==> src/design/udbp_pkg.sv <==
`default_nettype none
package udbp_pkg;

  localparam int COORD_WIDTH = 24;
  localparam int OUT_WIDTH   = 16;

  localparam int DW     = COORD_WIDTH + 1;          // exact difference width
  localparam int PW     = $clog2(DW);               // msb index width
  localparam int NW     = 24;                       // normalized magnitude width
  localparam int SQW    = 2 * NW + 1;               // sum of squares width
  localparam int SQ_SH  = 14;                       // radicand pre-shift
  localparam int RADW   = 2 * ((SQW + SQ_SH + 1) / 2);
  localparam int ROOTW  = RADW / 2;                 // one root bit per cell
  localparam int REMW   = ROOTW + 2;
  localparam int FRAC   = OUT_WIDTH - 1;
  localparam int QB     = OUT_WIDTH + 1;            // quotient bits, one per cell
  localparam int NUMW   = NW + FRAC + 8;
  localparam int DREMW  = ROOTW + 1;
  localparam int LATENCY = 4 + ROOTW + 1 + QB + 1;

  typedef struct packed {
    logic signed [COORD_WIDTH-1:0] point_a_x;
    logic signed [COORD_WIDTH-1:0] point_a_y;
    logic signed [COORD_WIDTH-1:0] point_b_x;
    logic signed [COORD_WIDTH-1:0] point_b_y;
  } in_t;

  typedef struct packed {
    logic signed [OUT_WIDTH-1:0] dir_x;
    logic signed [OUT_WIDTH-1:0] dir_y;
    logic                        same_point;
  } out_t;

  typedef struct packed {
    logic neg_x;
    logic neg_y;
    logic same;
  } tag_t;

  typedef struct packed {
    logic [NW-1:0] mag_a;
    logic [NW-1:0] mag_b;
    tag_t          tag;
  } side_t;

  typedef struct packed {
    logic [RADW-1:0]  rad;
    logic [REMW-1:0]  rem;
    logic [ROOTW-1:0] root;
  } sqrt_t;

  typedef struct packed {
    logic [QB-1:0]    bits_x;
    logic [QB-1:0]    bits_y;
    logic [DREMW-1:0] rem_x;
    logic [DREMW-1:0] rem_y;
    logic [QB-1:0]    q_x;
    logic [QB-1:0]    q_y;
    logic [ROOTW-1:0] len;
  } div_t;

  // Move the leading one of v to bit NW-1, truncating on a right shift.
  function automatic logic [NW-1:0] norm_shift(logic [DW-1:0] v, logic [PW-1:0] p);
    logic [DW+NW-1:0] tmp;
    tmp = {{NW{1'b0}}, v};
    if (int'(p) >= NW - 1) begin
      tmp = tmp >> (int'(p) - (NW - 1));
    end else begin
      tmp = tmp << ((NW - 1) - int'(p));
    end
    return tmp[NW-1:0];
  endfunction

endpackage
`default_nettype wire

==> src/design/udbp_sqrt_cell.sv <==
`default_nettype none
module udbp_sqrt_cell import udbp_pkg::*; (
  input  logic  clk_i,
  input  logic  rst_ni,
  input  logic  valid_i,
  input  side_t side_i,
  input  sqrt_t sq_i,
  output logic  valid_o,
  output side_t side_o,
  output sqrt_t sq_o
);

  logic [REMW-1:0] rem_sh;
  logic [REMW-1:0] trial;
  logic            ge;
  sqrt_t           sq_d;

  // One root bit: bring down two radicand bits, try root*4+1.
  always_comb begin
    rem_sh     = {sq_i.rem[REMW-3:0], sq_i.rad[RADW-1 -: 2]};
    trial      = {sq_i.root, 2'b01};
    ge         = rem_sh >= trial;
    sq_d.rad   = {sq_i.rad[RADW-3:0], 2'b00};
    sq_d.rem   = ge ? rem_sh - trial : rem_sh;
    sq_d.root  = {sq_i.root[ROOTW-2:0], ge};
  end

  always_ff @(posedge clk_i or negedge rst_ni) begin
    if (!rst_ni) begin
      valid_o <= 1'b0;
    end else begin
      valid_o <= valid_i;
    end
  end

  always_ff @(posedge clk_i) begin
    side_o <= side_i;
    sq_o   <= sq_d;
  end

endmodule
`default_nettype wire

==> config.mk <==
export PLATFORM = sky130hd
export DESIGN_NAME = udbp_sqrt_cell
export DESIGN_NICKNAME = d
export VERILOG_FILES = /design/src/design/udbp_pkg.sv /design/src/design/udbp_sqrt_cell.sv
export SDC_FILE = /design/constraint.sdc
export NUM_CORES = 1
export LEC_CHECK = 0
export BUFFER_PORTS_ARGS = -buffer_cell sky130_fd_sc_hd__buf_2
export CORE_AREA = 2 2 141 143
export CTS_CLUSTER_DIAMETER = 50
export DETAILED_ROUTE_END_ITERATION = 7
export DIE_AREA = 0 0 143 145
export SYNTH_ARGS = -nofsm -noshare
export SYNTH_HDL_FRONTEND = slang
export SYNTH_SLANG_ARGS = --single-unit
export TNS_END_PERCENT = 20
==> constraint.sdc <==
create_clock -name clk_i -period 0.99 [get_ports clk_i]
set_input_delay 0.1485 -clock clk_i [delete_from_list [all_inputs] [get_ports clk_i]]
set_output_delay 0.1485 -clock clk_i [all_outputs]
set_load 0.01 [all_outputs]
Word-level counts from Yosys, hierarchy flattened
Index checks and enable logic that the tools add are counted.
- input port bits: 184
- flip-flop bits (word level): 180
- logic and storage cells: 12
- output and inout port bits: 182
- add/sub/neg operators: 1
- $lt $le $gt $ge: 1
- muxes and demuxes: 1
- operator list (kind ; count):
    $ge 34x34->1 ; 1
    $mux 34 ; 1
    $sub 34x34->34 ; 1

Longest topological paths before layout
- word-level depth: 2
- mapped depth: 14
- mapped depth without buffers: 11

Least setup slack after synthesis
No wires, ideal clock.
- path type: input port to flip-flop
- start point: in sq_i[7] (netlist name)
- end point: reg sq_o[36] (netlist name)
- path slack: -1.420 ns
- data required time: 0.869 ns
- path buffers: 1
- stages: 12
- library setup time: 0.121 ns
- arrival: 2.289 ns
- path through: inv_1 -> ha_1 -> nand3_4 -> nor4b_4 -> o31ai_2 -> a21oi_2 -> o21ai_4 -> a21boi_4 -> nor2_8 -> inv_8 -> buf_12 -> mux2_4
- RTL lines (what ; RTL line ; source):
    start: declaration ; udbp_sqrt_cell.sv:7 ; input sqrt_t sq_i,
    end signal: assignment ; udbp_sqrt_cell.sv:38 ; sq_o <= sq_d;
    end: declaration ; udbp_sqrt_cell.sv:10 ; output sqrt_t sq_o

==> impl_results.md <==
- Footprint of the multi-input gates: a little over 0.003 mm2
- Fmax: ~0.51 GHz
- CORE AREA: 0.01921 mm2
- CTS tree: yes
- Global route overflow: 0
- WS Path Type: input port to flop
- CP delay by family, top: compound AO/OA/AOI/OAI gates
- CP Launch Type: input port
- Slowest CP cell: mux2_4
- Setup violators final: 215
- H-tree levels: 4
- Pins Over Slew Limit: 0
- Area occupied by registers: between 0.003 and 0.004 mm2
- Power per standard cell area: about 1500 mW/mm2
- Max VDD drop: between 1 and 1.5 mV
- Clk slew on worst S/H paths: ~70 ps
- Via count: between 6000 and 7000
- CP cell instances: buf_8, inv_4, ha_4, nor2b_4, o31a_1, o31ai_4, a21oi_2, o21ai_4, a21boi_4, nor2_8, inv_8, buf_12, mux2_4
- Outcome: complete, but fails checks
- 1st-iter DRT viols: 291
- Crit-path max FO: 8
- Horiz. Die Dim: approximately 140 um
- Final #Nets: 1453
- Dpl cells: between 1000 and 1500
- Share of layout cells above drive strength 1: 63.51%
- Clock Tree Buf Depth: 2
- First-pass GRT wire length: 36640 um
- ANT nets after route: 0
- Vias in the first global route: ~7000
- Mapped Area: approximately 0.0063 mm2
- #FFs+latches synth: 180
- Final WL: ~27000 um
- Final Cycle Share: 197.1%
- Clk root buf: clkbuf_16
- Wire length per cell: ~18 um
- Yosys top cell by area: dfxtp_1
- Syn avg cell area: between 10 and 15 um2
- Hold Crit Class: input port to asynchronous set/reset pin
- Gr usage total: between 20 and 25%
- Final min period: 1951 ps
- Primary FF master, synth: dfxtp_1
- Die ar.: about 0.021 mm2
- Final hold vios: 0
- Fillers: roughly 1300
- CTS Sinks: 180
- Num rows: around 50
- Final Core Density: 70.24%
- Cell variety after synth: between 60 and 70
- Final Non-Filler Cells: 1514
- DR vias/cell: approximately 4.5
- Post-synth EDFFs: 0
- Crit. Startpoint: sq_i[0]
- Cts bufs inserted: 17
- PortBufs: 361
- RSZ-0062 raised after global routing: true
- PnR worst setup slack: -961.0 ps
- GPL Wtd Cong: about 0.85
- Violated checks: negative setup slack
- Drt pass-1 iters: 4
- Pin count of the biggest net entering global routing: 20
- Io pins: roughly 370
- Post-synth top area share: 57.09%
- Leak: around 0.0064 uW
- Starting density of the core: ~33%
- CP Capture Type: flop
- Vert. Die Dim: 145 um
- Dpl hpwl: roughly 16000 um
- Total negative slack: -35470 ps
- CP Buf/Inv Count: 4
- Drt drc: 0
- Area contributors post-synth: dfxtp_1, ha_1, mux2_4
- Async S/R FF share, synth: less than 1%
- Largest stage delay, worst path: 300 ps
- WP data required: roughly 1300 ps
- Place WS: -1583 ps
- Area Overhead vs Synth: 114.9%
- Initial antenna violation count: 2
- Post-Synthesis Cells: between 500 and 600
- Share of the yosys chip area belonging to registers: a little under three fifths
- CP endpoint: sq_o[45]
- Max-cap viol count: 0
- YS warnings: 0
- Crit. path cell count: 13
- CP arrival: 2260 ps
synth_stat cells, drive strengths merged, types with 2 or more instances:
| cell type | n |
|---|---|
| xnor2 | 17 |
| ha | 34 |
| a211oi | 7 |
| o311ai | 5 |
| xor2 | 9 |
| o31ai | 3 |
| buf | 8 |
| a31o | 3 |
| and3 | 8 |
| nor3 | 11 |
| a21boi | 2 |
| a31oi | 4 |
| nor4b | 3 |
| nand2b | 4 |
| or3 | 3 |
| clkbuf | 5 |
| mux2 | 21 |
| o21bai | 2 |
| nand4 | 3 |
| nand3 | 12 |
| nand2 | 24 |
| nor2 | 20 |
| o31a | 2 |
| dfxtp | 179 |
| and2 | 2 |
| o21a | 4 |
| o21ai | 24 |
| a21oi | 43 |
| a21o | 16 |
| inv | 43 |
| nor2b | 2 |
through the flow:
step	area, um2	total power [uW]	hold WS (ps)
floorplan	6391	10110	-147.1
global placement	9389	12010	-61.64
detailed placement	9389	12030	-61.45
CTS	12700	20050	-171.3
global route	13490	21380	47.29
finish	13490	20570	43.83
cells in the final DEF, fill, tap and decap left out, types with 9 or more instances in the layout:
cell type      instances
buf_2                237
dlygate4sd3_1        165
buf_4                145
buf_6                127
dfxtp_2               98
dfxtp_1               81
inv_1                 26
a21oi_1               26
ha_4                  24
mux2_4                21
nand2_1               18
clkbuf_16             17
a21oi_2               16
a21o_1                15
o21ai_0               15
nor2_1                15
xnor2_1               15
xor2_1                 9
ha_1                   9
buf_8                  9
power breakdown:
part | internal [uW] | switching [uW] | total (uW) | leakage [uW]
sequential | 7880 | 249 | 8130 | 0.00152
clock | 3400 | 3290 | 6690 | 0.000286
combinational | 3350 | 2400 | 5750 | 0.00458
total | 14600 | 5940 | 20600 | 0.00638
worst min-delay path by stage:
stage	endpoint	slack, ps	depth (start not counted)
4_1_cts	sq_o[4]	-170	1
3_3_place_gp	valid_o	-60	1
6_report	valid_o	40	2
2_1_floorplan	valid_o	-150	0
5_1_grt	valid_o	50	2
3_5_place_dp	valid_o	-60	1
state kept, by name, summed over array words and instances, names as in the netlist:
name	flops
side_o	51
sq_o	128
valid_o	1
layout make-up:
type	count	share of cell area (%)
Antenna cell	2	0.03710
Clock buffer	17	3.153
Clock inverter	14	1.131
Inverter	43	1.400
Multi-Input combinational cell	306	22.81
Sequential cell	180	27.65
Tap cell	265	2.458
Timing Repair Buffer	687	41.35
timing repair:
action | CTS | global route
setup buffers | 27 | 9
resized for setup | 201 | 191
pin swaps | 53 | 28
cloned | 1 | 0
hold buffers | 164 | 1
setup endpoints to repair | 215 | 215
hold endpoints to repair | 165 | 1
cells by family (layout without fill, tap and decap cells):
| group | count (synthesis) | in the layout | share of synthesized area (%) |
|---|---|---|---|
| buffers and inverters | 56 | 761 | 4.226 |
| XOR/XNOR | 26 | 26 | 3.628 |
| AO/OA/AOI/OAI | 127 | 127 | 14.43 |
| multiplexers | 22 | 22 | 5.123 |
| flip-flops | 180 | 180 | 57.48 |
| other | 1 | 4 | 0.05974 |
| AND/OR/NAND/NOR | 95 | 95 | 8.272 |
| adder cells (fa/ha/maj) | 34 | 34 | 6.777 |
routing by layer:
layer / share of wire (%) / vias to the layer above / wire length [um] / GRT usage [%]
met3: 5.9 / 50 / 1574 / 5.182
met2: 54 / 252 / 14560 / 43.71
met5: 0 / - / 0 / 0
met1: 37 / 3247 / 9968 / 24.24
met4: 2.8 / 0 / 760 / 7.772
li1: - / 3270 / - / -
(Power assumes the default switching activity.)
