===== src/design/udbp_pkg.sv =====
`default_nettype none
package udbp_pkg;

  localparam int COORD_WIDTH = 24;
  localparam int OUT_WIDTH   = 16;

  localparam int DW     = COORD_WIDTH + 1;          // exact difference width
  localparam int PW     = $clog2(DW);               // msb index width
  localparam int NW     = 24;                       // normalized magnitude width
  localparam int SQW    = 2 * NW + 1;               // sum of squares width
  localparam int SQ_SH  = 14;                       // radicand pre-shift
  localparam int RADW   = 2 * ((SQW + SQ_SH + 1) / 2);
  localparam int ROOTW  = RADW / 2;                 // one root bit per cell
  localparam int REMW   = ROOTW + 2;
  localparam int FRAC   = OUT_WIDTH - 1;
  localparam int QB     = OUT_WIDTH + 1;            // quotient bits, one per cell
  localparam int NUMW   = NW + FRAC + 8;
  localparam int DREMW  = ROOTW + 1;
  localparam int LATENCY = 4 + ROOTW + 1 + QB + 1;

  typedef struct packed {
    logic signed [COORD_WIDTH-1:0] point_a_x;
    logic signed [COORD_WIDTH-1:0] point_a_y;
    logic signed [COORD_WIDTH-1:0] point_b_x;
    logic signed [COORD_WIDTH-1:0] point_b_y;
  } in_t;

  typedef struct packed {
    logic signed [OUT_WIDTH-1:0] dir_x;
    logic signed [OUT_WIDTH-1:0] dir_y;
    logic                        same_point;
  } out_t;

  typedef struct packed {
    logic neg_x;
    logic neg_y;
    logic same;
  } tag_t;

  typedef struct packed {
    logic [NW-1:0] mag_a;
    logic [NW-1:0] mag_b;
    tag_t          tag;
  } side_t;

  typedef struct packed {
    logic [RADW-1:0]  rad;
    logic [REMW-1:0]  rem;
    logic [ROOTW-1:0] root;
  } sqrt_t;

  typedef struct packed {
    logic [QB-1:0]    bits_x;
    logic [QB-1:0]    bits_y;
    logic [DREMW-1:0] rem_x;
    logic [DREMW-1:0] rem_y;
    logic [QB-1:0]    q_x;
    logic [QB-1:0]    q_y;
    logic [ROOTW-1:0] len;
  } div_t;

  // Move the leading one of v to bit NW-1, truncating on a right shift.
  function automatic logic [NW-1:0] norm_shift(logic [DW-1:0] v, logic [PW-1:0] p);
    logic [DW+NW-1:0] tmp;
    tmp = {{NW{1'b0}}, v};
    if (int'(p) >= NW - 1) begin
      tmp = tmp >> (int'(p) - (NW - 1));
    end else begin
      tmp = tmp << ((NW - 1) - int'(p));
    end
    return tmp[NW-1:0];
  endfunction

endpackage
`default_nettype wire


===== src/design/udbp_div_cell.sv =====
`default_nettype none
module udbp_div_cell import udbp_pkg::*; (
  input  logic clk_i,
  input  logic rst_ni,
  input  logic valid_i,
  input  tag_t tag_i,
  input  div_t dv_i,
  output logic valid_o,
  output tag_t tag_o,
  output div_t dv_o
);

  logic [DREMW-1:0] sh_x;
  logic [DREMW-1:0] sh_y;
  logic [DREMW-1:0] divisor;
  logic             ge_x;
  logic             ge_y;
  div_t             dv_d;

  // One quotient bit for each component against the shared length.
  always_comb begin
    divisor     = {1'b0, dv_i.len};
    sh_x        = {dv_i.rem_x[DREMW-2:0], dv_i.bits_x[QB-1]};
    sh_y        = {dv_i.rem_y[DREMW-2:0], dv_i.bits_y[QB-1]};
    ge_x        = sh_x >= divisor;
    ge_y        = sh_y >= divisor;
    dv_d.bits_x = {dv_i.bits_x[QB-2:0], 1'b0};
    dv_d.bits_y = {dv_i.bits_y[QB-2:0], 1'b0};
    dv_d.rem_x  = ge_x ? sh_x - divisor : sh_x;
    dv_d.rem_y  = ge_y ? sh_y - divisor : sh_y;
    dv_d.q_x    = {dv_i.q_x[QB-2:0], ge_x};
    dv_d.q_y    = {dv_i.q_y[QB-2:0], ge_y};
    dv_d.len    = dv_i.len;
  end

  always_ff @(posedge clk_i or negedge rst_ni) begin
    if (!rst_ni) begin
      valid_o <= 1'b0;
    end else begin
      valid_o <= valid_i;
    end
  end

  always_ff @(posedge clk_i) begin
    tag_o <= tag_i;
    dv_o  <= dv_d;
  end

endmodule
`default_nettype wire


===== config.mk =====
export PLATFORM = sky130hd
export DESIGN_NAME = udbp_div_cell
export DESIGN_NICKNAME = d
export VERILOG_FILES = /design/src/design/udbp_pkg.sv /design/src/design/udbp_div_cell.sv
export SDC_FILE = /design/constraint.sdc
export NUM_CORES = 1
export LEC_CHECK = 0
export ABC_AREA = 1
export BUFFER_PORTS_ARGS = -buffer_cell sky130_fd_sc_hd__buf_2
export CAP_MARGIN = 30
export CORE_ASPECT_RATIO = 0.5
export CORE_MARGIN = 1.5
export CORE_UTILIZATION = 51
export DETAILED_ROUTE_END_ITERATION = 8
export PLACE_DENSITY = 0.85
export SYNTH_ARGS = -nofsm -noshare
export SYNTH_HDL_FRONTEND = slang
export SYNTH_SLANG_ARGS = --single-unit
export TNS_END_PERCENT = 20

===== constraint.sdc =====
create_clock -name clk_i -period 0.8 [get_ports clk_i]
set_clock_uncertainty 0.1 [all_clocks]
set_input_delay 0.04 -clock clk_i [delete_from_list [all_inputs] [get_ports clk_i]]
set_output_delay 0.04 -clock clk_i [all_outputs]
set_load 0.03 [all_outputs]

==> flow_metrics.tcl, run 1 <==
set metrics [dict create \
    async_flop_share 0.005952 \
    port_buffers 335 \
    cts_max_level 4 \
    root_buffer "clkbuf_16" \
    cts_made_buffers 17 \
    pin_count 342 \
    synth.largest_area_cell "dfxtp_1" \
    first-error "[ERROR GRT-0116] Global routing finished with congestion. Check the congestion regions in the DRC Viewer." \
    grt_max_degree 26 \
    num_rows 35 \
    place_hpwl_mm 29.87 \
    place_congestion 0.9808 \
    die_w_microns 198.3 \
    grt_pass1_wl_mm 115.3 \
    synth.top_cells.by_area "dfxtp_1 34%, nand2_1 25%, inv_1 12%, ha_1 8.2%, nand3_1 4.6%" \
    syn-instance-count 1541 \
    netlist_area_sq_mm 0.009724 \
    ys.flop_type "dfxtp_1" \
    cts_sinks 168 \
    post-place-ws_ns -1.241 \
    status "aborted with a tool error" \
    yosysUniqueCellTypes 32 \
    die_h_microns 100.6 \
    haltStage "5_1_grt" \
    synth_seq_cells 168 \
    yosys_warnings 0 \
    grt_pass1_vias 18390 \
    synth_area_per_cell_sq_um 6.310 \
    yosysSeqAreaShare 0.3464 \
    synth-edff-count 0 \
    synth_top_area_frac 0.3438 \
    overflow 5 \
    grt_use_total 0.7852 \
    start_util 0.5250 \
    clock_path_buffers 2 \
]
-- logic make-up after synthesis --
kind of cell | Yosys count | share of synthesized area
and+or+nand+nor | 893 | 0.3775
buffers and inverters | 334 | 0.1363
DFF | 168 | 0.3464
adders and majority gates | 66 | 0.08646
AOI/OAI and AO/OA | 49 | 0.02599
xor gates and xnor gates | 30 | 0.02702
other | 1 | 0.0003856
-- per-stage QoR --
| step | std cells | utilization | cell area (sq um) | setup TNS [ns] |
|---|---|---|---|---|
| after floorplan | 1542 | - | 10140 | -53.10 |
| after CTS | 2562 | 0.9349 | 17320 | -89.30 |
| after detailed placement | 2339 | 0.7430 | 13760 | -81.50 |
| after global placement | 2339 | 0.7430 | 13760 | -79.83 |
-- metal layers --
metal | track usage | GRT overflow
met5 | 0.4049 | 0
met4 | 0.7422 | 2
met3 | 0.6976 | 0
met2 | 0.9174 | 3
met1 | 0.7851 | 0
-- Yosys cell counts, drive strengths merged, types with 2 or more instances --
library cell  instances
and2                 10
and3                  2
or2                   2
nand4                39
o21bai                2
fa                    2
nor3                 11
nand3                93
dfxtp               167
nand2               650
inv                 310
ha                   64
o21ai                 6
xnor2                 2
nor2                 85
buf                  23
a21oi                40
xor2                 28
-- what timing repair did --
action / 4_1_cts
pin swaps: 71
endpoints found under the hold margin: 167
buffers inserted: 22
hold buffers: 163
resized for setup: 256
setup endpoints to repair: 236
cloned: 6
==> inputs of run 2 (changes only) <==
--- a/config.mk
+++ b/config.mk
@@ -8,11 +8,10 @@
 export ABC_AREA = 1
 export BUFFER_PORTS_ARGS = -buffer_cell sky130_fd_sc_hd__buf_2
 export CAP_MARGIN = 30
-export CORE_ASPECT_RATIO = 0.5
 export CORE_MARGIN = 1.5
-export CORE_UTILIZATION = 51
+export CORE_UTILIZATION = 40
 export DETAILED_ROUTE_END_ITERATION = 8
-export PLACE_DENSITY = 0.85
+export PLACE_DENSITY_LB_ADDON = 0.15
 export SYNTH_ARGS = -nofsm -noshare
 export SYNTH_HDL_FRONTEND = slang
 export SYNTH_SLANG_ARGS = --single-unit
==> flow_metrics.tcl, run 2 <==
set metrics [dict create \
    status "finished with violations" \
    violations "hold timing, setup timing" \
    synth-edff-count 0 \
    slew_violations 0 \
    cp-start-kind "primary input" \
    fin_ws_ns -0.7507 \
    p_comb_frac 0.382 \
    period_share 1.938 \
    hold_class "primary input to flop" \
    vias_per_cell 4.652 \
    irDropWorstVdd_mv 1.518 \
    num_rows 56 \
    netlist_area_sq_mm 0.009724 \
    grt_use_total 0.3054 \
    power_frac_seq 0.322 \
    end_kind "flop" \
    cpPeakStageDelay_ns 0.36 \
    cts_made_buffers 17 \
    cp.required_ns 1.04 \
    synth_area_per_cell_sq_um 6.310 \
    ys.flop_type "dfxtp_1" \
    grt_antenna_before_repair 6 \
    grt_max_degree 31 \
    cts_max_level 4 \
    p_total_mw 30.18 \
    whs_ns -0.05016 \
    reg.largest.list "dv_o: 164 flops, tag_o: 3 flops, valid_o: 1 flops" \
    syn-instance-count 1541 \
    place_hpwl_mm 29.47 \
    synth_seq_cells 168 \
    yosys_warnings 0 \
    p_sw_frac 0.3733 \
    yosys-top-cells-count "648 x nand2_1, 308 x inv_1, 167 x dfxtp_1" \
    p_switching_mw 11.27 \
    clk_pin_slew_worst_paths_ns 0.08 \
    fmax_ghz 0.6449 \
    p_clk_frac 0.296 \
    layout_commonest_cell "nand2_1" \
    cp_slowest_cell "ha_2" \
    start_util 0.4106 \
    cts_sinks 168 \
    power_density_mw_per_mm2 1777 \
    die_w_microns 158.9 \
    clock_path_buffers 2 \
    cp_max_fo 23 \
    root_buffer "clkbuf_16" \
    most-common-layout-cells "609 x nand2_1, 284 x inv_1, 279 x buf_2" \
    p_int_mw 18.91 \
    pin_count 342 \
    leakage_nw 9.473 \
    hold_viol_final 3 \
    core_area_sq_mm 0.02368 \
    port_buffers 335 \
    cts_tree "yes" \
    drc 0 \
    min_period_ns 1.551 \
    path_class "primary input to flop" \
    dieArea_sq_mm 0.02526 \
    grt_pass1_vias 11830 \
    die_h_microns 158.9 \
    drtAntennaViolNets 0 \
    critical_path.cell_chain "buf_2 -> inv_1 -> ha_2 -> nand2_1 -> nor2_2 -> nand2_2 -> nor2_1 -> nand2_1 -> nand3_2 -> nor2_4 -> nand2_4 -> buf_12 -> nand2_1 -> nand2_1" \
    top_register "dv_o" \
    yosysUniqueCellTypes 32 \
    async_flop_share 0.005952 \
    synth.most_common_cell "nand2_1" \
    area_delta_synth_final_pct 74.70 \
    synth_top_area_frac 0.3438 \
    largest_reg_flops 164 \
    overflow 0 \
    synth.largest_area_cell "dfxtp_1" \
    drive_gt1_frac 0.3488 \
    yosysSeqAreaShare 0.3464 \
    drt-total-wl_mm 40.59 \
    path_common_cell "nand2_1" \
    via_count 12060 \
    rsz0062_at_grt "true" \
    grt_pass1_wl_mm 60.52 \
    synth.top_cells.by_area "dfxtp_1 34%, nand2_1 25%, inv_1 12%, ha_1 8.2%, nand3_1 4.6%" \
    layout.nets 2493 \
    n_fill_cell 1955 \
    arrival_ns 1.79 \
    place_congestion 0.9384 \
    dr.pass1.iters 5 \
    first_iter_violations 721 \
    setup_viol 236 \
    drt-wirelength-per-cell_microns 15.65 \
    drv_cap 0 \
]
-- run 2: cell counts after synthesis --
Identical to the previous run, type by type.
-- run 2: worst max-delay path, delay by kind of cell --
| family | cells | cell delay [ns] |
|---|---|---|
| buffers and inverters | 3 | 0.47 |
| and+or+nand+nor | 10 | 0.90 |
| adders and majority gates | 1 | 0.36 |
-- run 2: cells by family (layout without fill, tap and decap cells) --
group	Yosys count	count (layout)	share of synthesized area
compound gates	49	49	0.02599
xor+xnor	30	30	0.02702
fa+ha+maj	66	66	0.08646
buf+inv	334	1060	0.1363
flops	168	168	0.3464
other cells	1	8	0.0003856
simple gates	893	893	0.3775
-- run 2: what timing repair did --
item	CTS	global route
cloned	0	1
endpoints found under the setup margin	236	236
hold endpoints to repair	167	5
hold buffers	162	5
setup buffers	0	4
pin swaps	1	10
gates resized for setup	115	182
-- run 2: layer usage --
layer / GRT usage / up-vias / part of all wire
met5: 0 / - / 0
met4: 0.1445 / 0 / 0.040
met3: 0.04545 / 93 / 0.053
met2: 0.5526 / 419 / 0.51
met1: 0.3527 / 5477 / 0.40
li1: - / 6074 / -
-- run 2: final cells by class --
class,count,area [sq um],share of cell area
Multi-Input combinational cell,1040,5823,0.3428
Tap cell,319,399.1,0.02349
Timing Repair Buffer,718,5468,0.3218
Clock inverter,15,225.2,0.01326
Inverter,310,1202,0.07078
Sequential cell,168,3431,0.2019
Antenna cell,6,15.01,0.0008838
Clock buffer,17,425.4,0.02504
-- run 2: path summary, 6_finish.rpt --
check,depth (start not counted),slack [ns],to,from
worst max-delay path,14,-0.75,dv_o[124]$_DFF_P_,dv_i[31]
worst min-delay path,6,-0.05,dv_o[98]$_DFF_P_,dv_i[97]
max in group asynchronous,3,0.15,valid_o$_DFF_PN0_,rst_ni
min in group asynchronous,3,0.34,valid_o$_DFF_PN0_,rst_ni
-- run 2: metrics by stage --
| step | utilization | instances | worst slack, ns | cell area [sq um] | setup TNS (ns) |
|---|---|---|---|---|---|
| after floorplan | - | 1542 | -0.7904 | 10140 | -53.10 |
| after global routing | 0.7174 | 2593 | -0.8512 | 16990 | -104.05 |
| after global placement | 0.5808 | 2383 | -1.265 | 13760 | -81.22 |
| final | 0.7174 | 2593 | -0.7507 | 16990 | -92.92 |
| after CTS | 0.6916 | 2577 | -0.7181 | 16380 | -93.85 |
| after detailed placement | 0.5808 | 2383 | -1.284 | 13760 | -82.69 |
-- run 2: power groups by stage --
stage / combinational, mW / sequential, mW / clock (mW)
2_1_floorplan: 3.89 / 11.6 / 0
6_report: 11.5 / 9.71 / 8.94
3_3_place_gp: 9.79 / 9.73 / 0
4_1_cts: 10.9 / 9.63 / 9.05
5_1_grt: 12.4 / 9.77 / 9.41
3_5_place_dp: 9.88 / 9.73 / 0
Power figures use the tool's default switching activity.
==> inputs of run 3 (changes only) <==
==> constraint.sdc (replaced) <==
create_clock -name clk_i -period 0.8 [get_ports clk_i]
set_clock_uncertainty 0.1 [all_clocks]
set_input_delay 0.08 -clock clk_i [delete_from_list [all_inputs] [get_ports clk_i]]
set_output_delay 0.08 -clock clk_i [all_outputs]
set_load 0.03 [all_outputs]
==> flow_metrics.tcl, run 3 (same netlist as run 2, synthesis figures left out) <==
set metrics [dict create \
    most-common-layout-cells "506 x nand2_1, 290 x buf_2, 262 x inv_1" \
    cp-start-kind "primary input" \
    overflow 0 \
    p_comb_frac 0.409 \
    p_sw_frac 0.3844 \
    grt_pass1_wl_mm 60.60 \
    p_int_mw 19.07 \
    drive_gt1_frac 0.4184 \
    cp.required_ns 1.03 \
    cp_slowest_cell "or2_2" \
    power_frac_seq 0.313 \
    drt-wirelength-per-cell_microns 16.47 \
    whs_ns -0.01620 \
    stdcell_area_sq_mm 0.01786 \
    area_delta_synth_final_pct 83.67 \
    status "finished with violations" \
    irDropWorstVdd_mv 1.419 \
    grt_pass1_vias 11710 \
    cp_max_fo 4 \
    violations "hold timing, setup timing" \
    core_area_sq_mm 0.02368 \
    vias_per_cell 4.772 \
    setup_viol 236 \
    die_w_microns 158.9 \
    cts_tree "yes" \
    grt_use_total 0.3051 \
    cp_top_family "simple AND/OR/NAND/NOR gates" \
    path_common_cell "nand2_1" \
    dieArea_sq_mm 0.02526 \
    cts_sinks 168 \
    fin_setup_tns_ns -100.89 \
    top_register "dv_o" \
    cts_max_level 4 \
    hold_viol_final 2 \
    post-place-ws_ns -1.298 \
    via_count 12410 \
    place_hpwl_mm 29.40 \
    largest_reg_flops 164 \
    drc 0 \
    first_iter_violations 736 \
    hold_class "primary input to flop" \
    drtAntennaViolNets 0 \
    root_buffer "clkbuf_16" \
    end_kind "flop" \
    min_period_ns 1.566 \
    layout_commonest_cell "nand2_1" \
    grt_max_degree 31 \
    num_rows 56 \
    leakage_nw 9.695 \
    cts_made_buffers 17 \
    clk_pin_slew_worst_paths_ns 0.07 \
    fin_ws_ns -0.7664 \
    power_density_mw_per_mm2 1734 \
    dr.pass1.iters 5 \
    arrival_ns 1.80 \
    placement.cell_area_sq_mm 0.01373 \
    start_util 0.4106 \
    layout.nets 2505 \
    reg.largest.list "dv_o: 164 flops, tag_o: 3 flops, valid_o: 1 flops" \
    slew_violations 0 \
    cpPeakStageDelay_ns 0.33 \
    drv_cap 0 \
    period_share 1.958 \
    drt-total-wl_mm 42.82 \
    path_class "primary input to flop" \
    die_h_microns 158.9 \
    fmax_ghz 0.6384 \
    place_congestion 0.9270 \
    port_buffers 335 \
    p_switching_mw 11.91 \
    rsz0062_at_grt "true" \
    grt_antenna_before_repair 1 \
    p_clk_frac 0.278 \
    pin_count 342 \
    timing.critical_path.buf_inv 3 \
    clock_path_buffers 2 \
    critical_path.cell_chain "buf_8 -> clkinvlp_4 -> buf_6 -> ha_4 -> nand2_1 -> nand2_1 -> or2_2 -> nand3_1 -> nand2_2 -> nand2_2 -> nand2_1 -> nand2_1 -> nand2_2 -> nand2_4 -> nand2_1" \
]
run 3: cell count changes in the layout (fill, tap and decap cells not counted), moves of 12 or more:
cell and delta:
ha_4 +16, dfxtp_1 +17, ha_1 -15, inv_2 +19
nand2_1 -103, dfxtp_2 -17, nand2_2 +79, inv_1 -22
buf_6 -12, nand2_4 +22
run 3: stage by stage:
| step | power [mW] | util | cells |
|---|---|---|---|
| final | 30.97 | 0.7542 | 2600 |
| after detailed placement | 19.58 | 0.5796 | 2379 |
| after global routing | 32.30 | 0.7542 | 2600 |
| after floorplan | 15.53 | - | 1542 |
| after CTS | 29.21 | 0.6885 | 2575 |
| after global placement | 19.50 | 0.5796 | 2379 |
run 3: area by class of cell:
class	count	area (sq um)
well taps	319	399.1
multi-input cells	1040	6623
clock inverters	15	177.7
clock buffers	17	425.4
fillers	1769	5822
diodes	1	2.502
repair buffers	730	5613
flip-flops and latches	168	3410
inverters	310	1211
run 3: power groups by stage:
stage	Combinational [mW]	Sequential (mW)	Clock, mW
after global placement	9.75	9.74	0
final	12.7	9.71	8.61
after detailed placement	9.84	9.74	0
after floorplan	3.89	11.6	0
after global routing	13.5	9.77	9.05
after CTS	10.9	9.67	8.64
run 3: worst paths after layout:
path | from | endpoint | slack [ns] | cells past startpoint
worst max-delay path | dv_i[3] | dv_o[119]$_DFF_P_ | -0.77 | 15
max in group asynchronous | rst_ni | valid_o$_DFF_PN0_ | 0.11 | 3
worst min-delay path | dv_i[106] | dv_o[107]$_DFF_P_ | -0.02 | 4
min in group asynchronous | rst_ni | valid_o$_DFF_PN0_ | 0.38 | 3
run 3: repair_timing:
item                                    CTS  global route
gates cloned                              0             8
setup buffers                             0            15
endpoints found under the setup margin  236           236
hold buffers                            164             2
resized for setup                       118           348
hold endpoints to repair                167             3
pin swaps                                 3            46
run 3: per-layer routing:
layer	track usage	part of all wire
met3	0.04728	0.054
met5	0	0
met4	0.1244	0.043
met1	0.3518	0.39
met2	0.5606	0.51
==> inputs of run 4 (changes only) <==
--- a/config.mk
+++ b/config.mk
@@ -12,6 +12,7 @@
 export CORE_UTILIZATION = 40
 export DETAILED_ROUTE_END_ITERATION = 8
 export PLACE_DENSITY_LB_ADDON = 0.15
+export RECOVER_POWER = 100
 export SYNTH_ARGS = -nofsm -noshare
 export SYNTH_HDL_FRONTEND = slang
 export SYNTH_SLANG_ARGS = --single-unit
==> flow_metrics.tcl, run 4 (same netlist as run 2, synthesis figures left out) <==
set metrics [dict create \
    post-place-ws_ns -1.298 \
    drv_cap 0 \
    area_delta_synth_final_pct 83.43 \
    cts_made_buffers 17 \
    worstHoldPathCells 4 \
    core_area_sq_mm 0.02368 \
    dr.pass1.iters 5 \
    grt_antenna_before_repair 1 \
    grt_pass1_wl_mm 60.60 \
    slew_violations 0 \
    p_total_mw 30.96 \
    placement.cell_area_sq_mm 0.01373 \
    clk_pin_slew_worst_paths_ns 0.09 \
    fin_ws_ns -0.7716 \
    drtAntennaViolNets 0 \
    min_to "dv_o[107]$_DFF_P_" \
    violations "hold timing, setup timing" \
    largest_reg_flops 164 \
    irDropWorstVdd_mv 1.418 \
    cts_tree "yes" \
    layout_commonest_cell "nand2_1" \
    pin_count 342 \
    power_density_mw_per_mm2 1735 \
    min_period_ns 1.572 \
    via_count 12370 \
    drt-wirelength-per-cell_microns 16.46 \
    hp-start "dv_i[106]" \
    cts_max_level 4 \
    p_switching_mw 11.91 \
    most-common-layout-cells "506 x nand2_1, 271 x buf_2, 262 x inv_1" \
    period_share 1.964 \
    end_kind "flop" \
    place_hpwl_mm 29.40 \
    clock_path_buffers 2 \
    power_frac_seq 0.314 \
    arrival_ns 1.86 \
    hold_viol_final 2 \
    layout.nets 2505 \
    overflow 0 \
    path_class "primary input to flop" \
    status "finished with violations" \
    dieArea_sq_mm 0.02526 \
    rsz0062_at_grt "true" \
    grt_max_degree 31 \
    drc 0 \
    stdcell_area_sq_mm 0.01784 \
    top_register "dv_o" \
    port_buffers 335 \
    p_int_mw 19.05 \
    fin_util 0.7532 \
    fmax_ghz 0.6363 \
    p_comb_frac 0.408 \
    start_util 0.4106 \
    cp-start-kind "primary input" \
    num_rows 56 \
    place_congestion 0.9270 \
    setup_viol 236 \
    p_sw_frac 0.3846 \
    root_buffer "clkbuf_16" \
    cp.required_ns 1.09 \
    p_clk_frac 0.278 \
    drive_gt1_frac 0.4101 \
    vias_per_cell 4.759 \
    drt-total-wl_mm 42.79 \
    die_h_microns 158.9 \
    leakage_nw 9.643 \
    grt_pass1_vias 11710 \
    reg.largest.list "dv_o: 164 flops, tag_o: 3 flops, valid_o: 1 flops" \
    die_w_microns 158.9 \
    first_iter_violations 740 \
    whs_ns -0.01811 \
    cts_sinks 168 \
    hold_class "primary input to flop" \
    cp_max_fo 3 \
    grt_use_total 0.3051 \
]
[run 4: cell types whose count changed in the layout (fill, tap and decap cells not counted), sizes merged]
cell,change
buf,-22
clkbuf,+22
[run 4: final cells by class]
cell class,count,area (sq um)
clock inverters,15,177.7
multi-input cells,1040,6623
well taps,319,399.1
diodes,1,2.502
repair buffers,730,5589
fillers,1785,5846
flip-flops and latches,168,3410
inverters,310,1211
clock buffers,17,425.4
[run 4: worst max-delay path by stage]
| stage | startpoint | endpoint | slack [ns] | cells after the start |
|---|---|---|---|---|
| after floorplan | dv_i[6] | dv_o[66]$_DFF_P_ | -0.83 | 15 |
| after global placement | dv_i[27] | dv_o[128]$_DFF_P_ | -1.27 | 12 |
| after detailed placement | dv_i[7] | dv_o[71]$_DFF_P_ | -1.30 | 14 |
| after CTS | dv_i[19] | dv_o[124]$_DFF_P_ | -0.76 | 14 |
| after global routing | dv_i[29] | dv_o[69]$_DFF_P_ | -0.85 | 12 |
| final | dv_i[0] | dv_o[81]$_DFF_P_ | -0.77 | 14 |
[run 4: stage by stage]
stage / setup TNS (ns) / cells
4_1_cts: -103.07 / 2575
6_report: -102.11 / 2600
2_1_floorplan: -55.82 / 1542
5_1_grt: -112.83 / 2600
3_3_place_gp: -83.49 / 2379
3_5_place_dp: -86.00 / 2379
[run 4: metal layers]
layer / part of all wire / track usage / up-vias
li1: - / - / 6106
met3: 0.053 / 0.04728 / 112
met1: 0.39 / 0.3518 / 5711
met2: 0.51 / 0.5606 / 444
met4: 0.042 / 0.1244 / 0
met5: 0 / 0 / -
[run 4: repair_timing]
| action | 4_1_cts | 5_1_grt |
|---|---|---|
| resized for setup | 118 | 348 |
| setup buffers | 0 | 15 |
| cloned | 0 | 8 |
| hold endpoints to repair | 167 | 3 |
| endpoints found under the setup margin | 236 | 236 |
| hold buffers | 164 | 2 |
| pin swaps | 3 | 46 |
[run 4: critical path, stage by stage]
cell and delay [ns]:
clkbuf_1 0.14, ha_1 0.27, buf_4 0.14, inv_1 0.11
nand3_1 0.08, nand2_1 0.15, nand2_1 0.07, nand2_1 0.16
nand2_1 0.08, nand2_1 0.14, buf_4 0.14, xor2_1 0.16
nand2_1 0.08, nand2_1 0.05
[run 4: power by group through the flow]
stage,registers (mW),logic (mW),clock network (mW)
floorplan,11.6,3.89,0
global placement,9.74,9.75,0
detailed placement,9.74,9.84,0
CTS,9.67,10.9,8.64
global route,9.77,13.5,9.05
finish,9.71,12.6,8.61
